`config.mk`:
```
export PLATFORM = sky130hd
export DESIGN_NAME = sector_interleave_id_generator
export DESIGN_NICKNAME = d
export VERILOG_FILES = /design/src/hw/rtl/sig_pkg.sv /design/src/hw/rtl/sig_ram.sv /design/src/hw/rtl/sig_step.sv /design/src/hw/rtl/sector_interleave_id_generator.sv
export SDC_FILE = /design/constraint.sdc
export NUM_CORES = 1
export LEC_CHECK = 0
export ABC_CLOCK_PERIOD_IN_PS = 10100
export BUFFER_PORTS_ARGS = -buffer_cell sky130_fd_sc_hd__buf_2
export CORE_ASPECT_RATIO = 0.9
export CORE_MARGIN = 2
export CORE_UTILIZATION = 35
export CTS_BUF_LIST = sky130_fd_sc_hd__clkbuf_8 sky130_fd_sc_hd__clkbuf_16
export CTS_CLUSTER_SIZE = 25
export DETAILED_ROUTE_END_ITERATION = 7
export PLACE_DENSITY = 0.55
export SETUP_SLACK_MARGIN = 0.5
export SYNTH_ARGS = -nofsm -noshare
export SYNTH_HDL_FRONTEND = slang
export SYNTH_SLANG_ARGS = --single-unit
```
`constraint.sdc`:
```
create_clock -name i_clk -period 10.1 [get_ports i_clk]
set_clock_uncertainty 0.2 [all_clocks]
set_input_delay 1.01 -clock i_clk [delete_from_list [all_inputs] [get_ports i_clk]]
set_output_delay 1.01 -clock i_clk [all_outputs]
set_load 0.1 [all_outputs]
```
`src/hw/rtl/sig_pkg.sv`:
```
// ----------------------------------------------------------------------------
// sig_pkg: shared types and constants for the sector interleave ID generator
// Register indexes, reset values, widths and the step unit's request and
// response words.
// ----------------------------------------------------------------------------
package sig_pkg;

    // Table size: the slot field names at most 32 slots
    localparam int MAX_SECTORS = 32;
    localparam int SLOT_CNT    = (MAX_SECTORS < 32) ? MAX_SECTORS : 32;
    localparam int SLOT_W      = 5;
    localparam int SEC_W       = 6;

    // Configuration port
    localparam int CFG_IDX_W  = 2;
    localparam int CFG_DATA_W = 16;

    localparam logic [CFG_IDX_W-1:0] REG_SECTORS_PER_TRACK = 2'd0;
    localparam logic [CFG_IDX_W-1:0] REG_INTERLEAVE        = 2'd1;
    localparam logic [CFG_IDX_W-1:0] REG_SECTOR_SIZE       = 2'd2;

    localparam logic [SEC_W-1:0] RST_SECTORS_PER_TRACK = 6'd18;
    localparam logic [SEC_W-1:0] RST_INTERLEAVE        = 6'd1;
    localparam logic [15:0]      RST_SECTOR_SIZE       = 16'd512;

    // Size code remap: a code of 4 is reported as 3
    localparam logic [7:0] CODE_REMAP_FROM = 8'd4;
    localparam logic [7:0] CODE_REMAP_TO   = 8'd3;

    // Step unit request: advance a slot position with wrap at the track end
    typedef struct packed {
        logic [SLOT_W-1:0] pos;
        logic [SEC_W-1:0]  inc;
        logic [SEC_W-1:0]  n;
    } t_step_req;

    typedef struct packed {
        logic [SLOT_W-1:0] next;
        logic              wrap;
    } t_step_rsp;

endpackage

```
`src/hw/rtl/sig_ram.sv`:
```
// ----------------------------------------------------------------------------
// sig_ram: generic single-port-write, single-port-read RAM
// One write and one registered read per cycle; contents not reset.
// ----------------------------------------------------------------------------
module sig_ram #(
    parameter int WIDTH = 8,
    parameter int DEPTH = 32
) (
    input  logic                     i_clk,
    input  logic                     i_wr_en,
    input  logic [$clog2(DEPTH)-1:0] i_wr_addr,
    input  logic [WIDTH-1:0]         i_wr_data,
    input  logic [$clog2(DEPTH)-1:0] i_rd_addr,
    output logic [WIDTH-1:0]         o_rd_data
);

    logic [WIDTH-1:0] r_mem [DEPTH];
    logic [WIDTH-1:0] r_rd_data;

    // write port and registered read
    always_ff @(posedge i_clk) begin
        if (i_wr_en) begin
            r_mem[i_wr_addr] <= i_wr_data;
        end
        r_rd_data <= r_mem[i_rd_addr];
    end

    assign o_rd_data = r_rd_data;

endmodule

```
`src/hw/rtl/sig_step.sv`:
```
// ----------------------------------------------------------------------------
// sig_step: shared slot position stepper
// Adds a step to a slot position and wraps once past the end of the track.
// Used both for the interleave step and for the free-slot search.
// ----------------------------------------------------------------------------
module sig_step (
    input  sig_pkg::t_step_req i_req,
    output sig_pkg::t_step_rsp o_rsp
);
    import sig_pkg::*;

    logic [SEC_W:0] sum;
    logic [SEC_W:0] diff;

    // position < n and step < n, so one subtract brings it back in range
    assign sum  = {2'b00, i_req.pos} + {1'b0, i_req.inc};
    assign diff = sum - {1'b0, i_req.n};

    always_comb begin
        o_rsp.wrap = (sum >= {1'b0, i_req.n});
        o_rsp.next = o_rsp.wrap ? diff[SLOT_W-1:0] : sum[SLOT_W-1:0];
    end

endmodule

```
`src/hw/rtl/sector_interleave_id_generator.sv`:
```
// ----------------------------------------------------------------------------
// A bad interleave puts its single error word out in the cycle after accept.
// Otherwise the table build places each sector in turn, searching for a free slot
// after each wrap, then each slot word passes through RAM read, load and hand-off.
// One track at a time: the input stalls until the last word is taken.
// Reset (synchronous, active low) restores register defaults and goes idle.
// ----------------------------------------------------------------------------
// sector_interleave_id_generator: floppy track ID field generator
// Places sectors 1..N every interleave slots in a slot table, skipping
// filled slots after a wrap, then emits one ID word per slot in slot order.
// ----------------------------------------------------------------------------
module sector_interleave_id_generator (
    input  logic                             i_clk,
    input  logic                             i_rst_n,
    // configuration
    input  logic                             i_cfg_wr_en,
    input  logic [sig_pkg::CFG_IDX_W-1:0]    i_cfg_index,
    input  logic [sig_pkg::CFG_DATA_W-1:0]   i_cfg_wr_data,
    // track request
    input  logic                             i_in_valid,
    output logic                             o_in_stall,
    input  logic [7:0]                       i_cylinder,
    input  logic [7:0]                       i_head,
    // ID words
    output logic                             o_out_valid,
    input  logic                             i_out_stall,
    output logic [sig_pkg::SLOT_W-1:0]       o_slot,
    output logic [7:0]                       o_id_cylinder,
    output logic [7:0]                       o_id_head,
    output logic [sig_pkg::SEC_W-1:0]        o_id_sector,
    output logic [7:0]                       o_size_code,
    output logic                             o_error,
    output logic                             o_last
);
    import sig_pkg::*;

    typedef enum logic [2:0] {
        ST_IDLE,
        ST_PLACE,
        ST_SEARCH,
        ST_RD,
        ST_LD,
        ST_OUT
    } t_state;

    // configuration registers
    logic [SEC_W-1:0] r_spt;
    logic [SEC_W-1:0] r_il;
    logic [15:0]      r_size;

    // sequencer state
    t_state              r_state, n_state;
    logic [SLOT_W-1:0]   r_pos, n_pos;
    logic [SEC_W-1:0]    r_sec, n_sec;
    logic [SLOT_W-1:0]   r_k, n_k;
    logic [SLOT_CNT-1:0] r_occ, n_occ;
    logic [7:0]          r_cyl, n_cyl;
    logic [7:0]          r_hd, n_hd;

    // output word
    logic                r_out_valid, n_out_valid;
    logic [SLOT_W-1:0]   r_slot, n_slot;
    logic [7:0]          r_id_cyl, n_id_cyl;
    logic [7:0]          r_id_hd, n_id_hd;
    logic [SEC_W-1:0]    r_id_sec, n_id_sec;
    logic [7:0]          r_code, n_code;
    logic                r_err, n_err;
    logic                r_last, n_last;

    logic [SEC_W-1:0]    n_eff;
    logic [SEC_W-1:0]    il_eff;
    logic [7:0]          code;
    logic                bad_il;
    logic                in_acc;
    logic                k_last;
    logic                ram_wr_en;
    logic [SEC_W-1:0]    ram_rd_data;
    t_step_req           step_req;
    t_step_rsp           step_rsp;

    // effective track geometry and size code
    always_comb begin
        n_eff  = (r_spt > SEC_W'(SLOT_CNT)) ? SEC_W'(SLOT_CNT) : r_spt;
        il_eff = (r_il == '0) ? SEC_W'(1) : r_il;
        bad_il = (il_eff >= n_eff);
        code   = r_size[15:8];
        if (code == CODE_REMAP_FROM) begin
            code = CODE_REMAP_TO;
        end
    end

    assign in_acc     = i_in_valid && !o_in_stall;
    assign k_last     = (({1'b0, r_k} + SEC_W'(1)) == n_eff);
    assign ram_wr_en  = (r_state == ST_PLACE);

    // shared stepper: interleave step when placing, +1 when searching
    always_comb begin
        step_req.pos = r_pos;
        step_req.inc = (r_state == ST_SEARCH) ? SEC_W'(1) : il_eff;
        step_req.n   = n_eff;
    end

    sig_step u_step (
        .i_req (step_req),
        .o_rsp (step_rsp)
    );

    // slot table: sector number per slot, r_occ marks written slots
    sig_ram #(
        .WIDTH (SEC_W),
        .DEPTH (SLOT_CNT)
    ) u_table (
        .i_clk     (i_clk),
        .i_wr_en   (ram_wr_en),
        .i_wr_addr (r_pos),
        .i_wr_data (r_sec),
        .i_rd_addr (r_k),
        .o_rd_data (ram_rd_data)
    );

    // sequencer next state
    always_comb begin
        n_state     = r_state;
        n_pos       = r_pos;
        n_sec       = r_sec;
        n_k         = r_k;
        n_occ       = r_occ;
        n_cyl       = r_cyl;
        n_hd        = r_hd;
        n_out_valid = r_out_valid;
        n_slot      = r_slot;
        n_id_cyl    = r_id_cyl;
        n_id_hd     = r_id_hd;
        n_id_sec    = r_id_sec;
        n_code      = r_code;
        n_err       = r_err;
        n_last      = r_last;

        case (r_state)
            ST_IDLE: begin
                if (in_acc) begin
                    n_cyl = i_cylinder;
                    n_hd  = i_head;
                    n_pos = '0;
                    n_sec = SEC_W'(1);
                    n_k   = '0;
                    n_occ = '0;
                    if (bad_il) begin
                        // single error word, all fields zero but error and last
                        n_out_valid = 1'b1;
                        n_slot      = '0;
                        n_id_cyl    = '0;
                        n_id_hd     = '0;
                        n_id_sec    = '0;
                        n_code      = '0;
                        n_err       = 1'b1;
                        n_last      = 1'b1;
                        n_state     = ST_OUT;
                    end else begin
                        n_state = ST_PLACE;
                    end
                end
            end
            ST_PLACE: begin
                // table write happens this cycle
                n_occ[r_pos] = 1'b1;
                if (r_sec == n_eff) begin
                    n_state = ST_RD;
                end else begin
                    n_sec = r_sec + SEC_W'(1);
                    n_pos = step_rsp.next;
                    if (step_rsp.wrap) begin
                        n_state = ST_SEARCH;
                    end
                end
            end
            ST_SEARCH: begin
                // a free slot always exists: fewer than N are filled here
                if (!r_occ[r_pos]) begin
                    n_state = ST_PLACE;
                end else begin
                    n_pos = step_rsp.next;
                end
            end
            ST_RD: begin
                n_state = ST_LD;
            end
            ST_LD: begin
                n_out_valid = 1'b1;
                n_slot      = r_k;
                n_id_cyl    = r_cyl;
                n_id_hd     = r_hd;
                n_id_sec    = r_occ[r_k] ? ram_rd_data : '0;
                n_code      = code;
                n_err       = 1'b0;
                n_last      = k_last;
                n_state     = ST_OUT;
            end
            ST_OUT: begin
                if (!i_out_stall) begin
                    n_out_valid = 1'b0;
                    if (r_last) begin
                        n_state = ST_IDLE;
                    end else begin
                        n_k     = r_k + SLOT_W'(1);
                        n_state = ST_RD;
                    end
                end
            end
            default: begin
                n_state = ST_IDLE;
            end
        endcase
    end

    // state, configuration and output registers
    always_ff @(posedge i_clk) begin
        if (!i_rst_n) begin
            r_state     <= ST_IDLE;
            r_out_valid <= 1'b0;
            r_spt       <= RST_SECTORS_PER_TRACK;
            r_il        <= RST_INTERLEAVE;
            r_size      <= RST_SECTOR_SIZE;
        end else begin
            r_state     <= n_state;
            r_out_valid <= n_out_valid;
            if (i_cfg_wr_en) begin
                case (i_cfg_index)
                    REG_SECTORS_PER_TRACK: r_spt  <= i_cfg_wr_data[SEC_W-1:0];
                    REG_INTERLEAVE:        r_il   <= i_cfg_wr_data[SEC_W-1:0];
                    REG_SECTOR_SIZE:       r_size <= i_cfg_wr_data;
                    default: ;
                endcase
            end
        end
        r_pos    <= n_pos;
        r_sec    <= n_sec;
        r_k      <= n_k;
        r_occ    <= n_occ;
        r_cyl    <= n_cyl;
        r_hd     <= n_hd;
        r_slot   <= n_slot;
        r_id_cyl <= n_id_cyl;
        r_id_hd  <= n_id_hd;
        r_id_sec <= n_id_sec;
        r_code   <= n_code;
        r_err    <= n_err;
        r_last   <= n_last;
    end

    assign o_in_stall    = (r_state != ST_IDLE);
    assign o_out_valid   = r_out_valid;
    assign o_slot        = r_slot;
    assign o_id_cylinder = r_id_cyl;
    assign o_id_head     = r_id_hd;
    assign o_id_sector   = r_id_sec;
    assign o_size_code   = r_code;
    assign o_error       = r_err;
    assign o_last        = r_last;

endmodule

```
==> run summary <==
Yosys top cell area share - 63.2%
area leader, netlist - edfxtp_1
starting density of the core - 35.4%
Syn Inst Count - 897
dpl hpwl - 19.8 mm
Final Setup Violations - 0
worst slack, placed - 6060 ps
share of cells above drive strength 1 - 19.1%
via/cell ratio - 5.11
initial antenna violation count - 0
VDD IR max - 0.145 mV
status - finished, final reports clean
Slew HR - 18.8%
die area - 0.0414 sq mm
fillcell total - 3,635
DR WL/cell - 20.2 microns
crit path time final - 4000 ps
root buf cell - clkbuf_16
worst-margin pin slew - 1200 ps
first-pass GRT wire length - 47.9 mm
Startpoint Class - flip-flop
Hold Buf Count CTS - 0
kind of end point of the critical path - flip-flop
fmax - 0.250 GHz
RSZ-0062 raised after global routing - no
clk sink count - 323
clk_lat worst skew - 520 ps
CP endpoint - r_pos[0]$_SDFFCE_PP0P_
Worst Reg-to-Reg Cells - 12
post-route setup slack - 6100 ps
largest net degree at the start of global routing - 42
#FFs+latches synth - 323
Yosys cell types - 52
# rows - 69
final hold vios - 0
grt ovf - 0
CP arrival - 4050 ps
reg2reg start - r_pos[0]$_SDFFCE_PP0P_
DRT Pass-1 Iters - 5
CTS Buf Count - 36
drt total wl - 31.0 mm
sequential fraction of the synthesis area - 67.5%
Global Route Usage Sum - 15.2%
Layout Nets - 1,034
setup TNS - 0 ps
fin area - 0.0160 sq mm
die height - 193 microns
DRT antenna net count - 0
final antenna diode count - 0
dominant cells by area after synthesis - edfxtp_1, mux4_2, mux2i_1
clk slew on worst S/H paths - 60 ps
H-tree depth - 2
max-slew violation count - 0
CP Max Fanout - 21
hold path cells - 2
Avg Cell Area, Syn - 15.5 sq um
area growth from synthesis to layout - 15.1%
Max clock buf depth - 3
leakage - 5.98 nW
total number of vias - 7,824
RR Endpoint - r_pos[0]$_SDFFCE_PP0P_
cell area after synthesis - 0.0139 sq mm
Initial DRC Count - 605
Residual DRC - 0
main flop type after synthesis - edfxtp_1
period utilization - 39.6%
routability cong. - 0.773
Core ar. - 0.0394 sq mm
CTS tree - built
DIE WIDTH - 214 microns
multi-input logic area - 0.00421 sq mm
vias in the first global route - 7,854
worst path required time - 10,150 ps
Worst R2R Setup Slack - 6100 ps
Hold Slack - 286 ps
critical path class - flip-flop to flip-flop
Crit. Startpoint - r_pos[0]$_SDFFCE_PP0P_
total of max-cap violations - 0
dpl cell area - 0.0148 sq mm
Hold Path Class - flip-flop to flip-flop
io pins - 78
post-CTS resize count - 0
Sequential Area - 0.00940 sq mm
PortBufs - 75
# Post-CTS Setup Buffers - 0
Mapped Nets - 957
Warnings, synthesis - 0
number of synthesized flops with an enable pin - 293
Async S/R FF share, synth - 0%
Pwr Density - 266 mW/mm^2
metal layers:
| layer | vias up | GRT usage, % | wire length (microns) |
|---|---|---|---|
| met2 | 193 | 24.5 | 14200 |
| met4 | 0 | 3.85 | 497 |
| met5 | - | 0 | 0 |
| met3 | 39 | 2.95 | 1620 |
| li1 | 3644 | - | - |
| met1 | 3948 | 21.3 | 14600 |
final cells by class:
cell class              instances  area share (%)
repair buffers                 91            3.09
well taps                     532            4.15
inverters                      19           0.445
clock buffers                  41            6.19
clock inverters                23            1.19
multi-input cells             503            26.3
flip-flops and latches        323            58.7
cells in the final DEF, fill, tap and decap left out, drive strengths merged, types with 10 or more instances in the layout:
| master | n |
|---|---|
| dfxtp | 30 |
| o221ai | 29 |
| buf | 91 |
| nand2 | 38 |
| clkbuf | 41 |
| and3 | 25 |
| a21o | 41 |
| clkinv | 13 |
| o21ai | 13 |
| nor2 | 67 |
| mux4 | 40 |
| xnor2 | 11 |
| and2 | 11 |
| edfxtp | 293 |
| mux2i | 80 |
| a21oi | 12 |
| ha | 19 |
| inv | 26 |
| o22ai | 10 |
| nor2b | 28 |
cell usage after synthesis (all sizes together) (3+ instances only):
library cell	number
a211oi	4
a21o	41
a21oi	12
and2	11
and3	25
buf	15
clkbuf	37
dfxtp	30
edfxtp	293
ha	19
inv	18
mux2	4
mux2i	80
mux4	40
nand2	38
nand2b	3
nand3	8
nand3b	5
nor2	67
nor2b	28
nor3	7
nor4	3
o211ai	3
o21a	4
o21ai	13
o221ai	29
o22ai	10
or3	5
or3b	3
xnor2	11
xor2	8
metrics by stage:
| step | std cells | total power [mW] | util, % |
|---|---|---|---|
| 2_1_floorplan | 897 | 2.66 | - |
| 3_3_place_gp | 1468 | 2.99 | 37.7 |
| 3_5_place_dp | 1468 | 3.01 | 37.7 |
| 4_1_cts | 1532 | 4.30 | 40.7 |
| 5_1_grt | 1532 | 4.47 | 40.7 |
| 6_report | 1532 | 4.26 | 40.7 |
worst min path at each step:
stage | end | start | slack, ps
after global routing | o_id_sector[0]$_SDFFCE_PN0P_ | u_table.o_rd_data[0]$_DFF_P_ | 320
final | r_il[0]$_SDFFE_PN1P_ | r_il[0]$_SDFFE_PN1P_ | 290
after CTS | r_il[0]$_SDFFE_PN1P_ | r_il[0]$_SDFFE_PN1P_ | 290
after global placement | r_il[0]$_SDFFE_PN1P_ | r_il[0]$_SDFFE_PN1P_ | 280
after detailed placement | r_il[0]$_SDFFE_PN1P_ | r_il[0]$_SDFFE_PN1P_ | 280
after floorplan | r_il[0]$_SDFFE_PN1P_ | r_il[0]$_SDFFE_PN1P_ | 250
power breakdown:
part / leakage [nW] / switching [mW] / total, mW / internal, mW
Sequential: 3.00 / 0.122 / 1.89 / 1.77
Clock: 0.605 / 0.510 / 1.29 / 0.779
Combinational: 2.38 / 0.684 / 1.08 / 0.395
cells by family (layout without fill, tap and decap cells):
family / after synthesis / after routing / share of synthesized area, %
AO/OA/AOI/OAI: 131 / 131 / 6.91
multiplexers: 124 / 124 / 12.5
AND/OR/NAND/NOR: 208 / 208 / 7.56
buffers and inverters: 71 / 174 / 2.27
flip-flops: 323 / 323 / 67.5
adder cells (fa/ha/maj): 21 / 21 / 2.00
XOR/XNOR: 19 / 19 / 1.20
worst max-delay path, cell delays in order (launching register included):
cell and delay (ps):
edfxtp_1 1060, ha_1 310, inv_1 60, fa_1 410
nor2b_1 180, o21ai_0 100, a21oi_1 200, ha_1 310
a21o_1 170, a21oi_1 160, o211ai_2 240, mux2i_1 180
nor2b_1 140
sequential cells by signal, indices dropped and copies added, names as in the netlist, 5 cells and up:
register           flops
u_table.r_mem        192
r_occ                 32
o_id_cylinder          8
o_id_head              8
o_size_code            8
r_cyl                  8
r_hd                   8
r_size                 8
o_id_sector            6
r_il                   6
r_sec                  6
r_spt                  6
u_table.o_rd_data      6
o_slot                 5
r_k                    5
r_pos                  5
No activity file was read; power rests on OpenSTA's default activity.
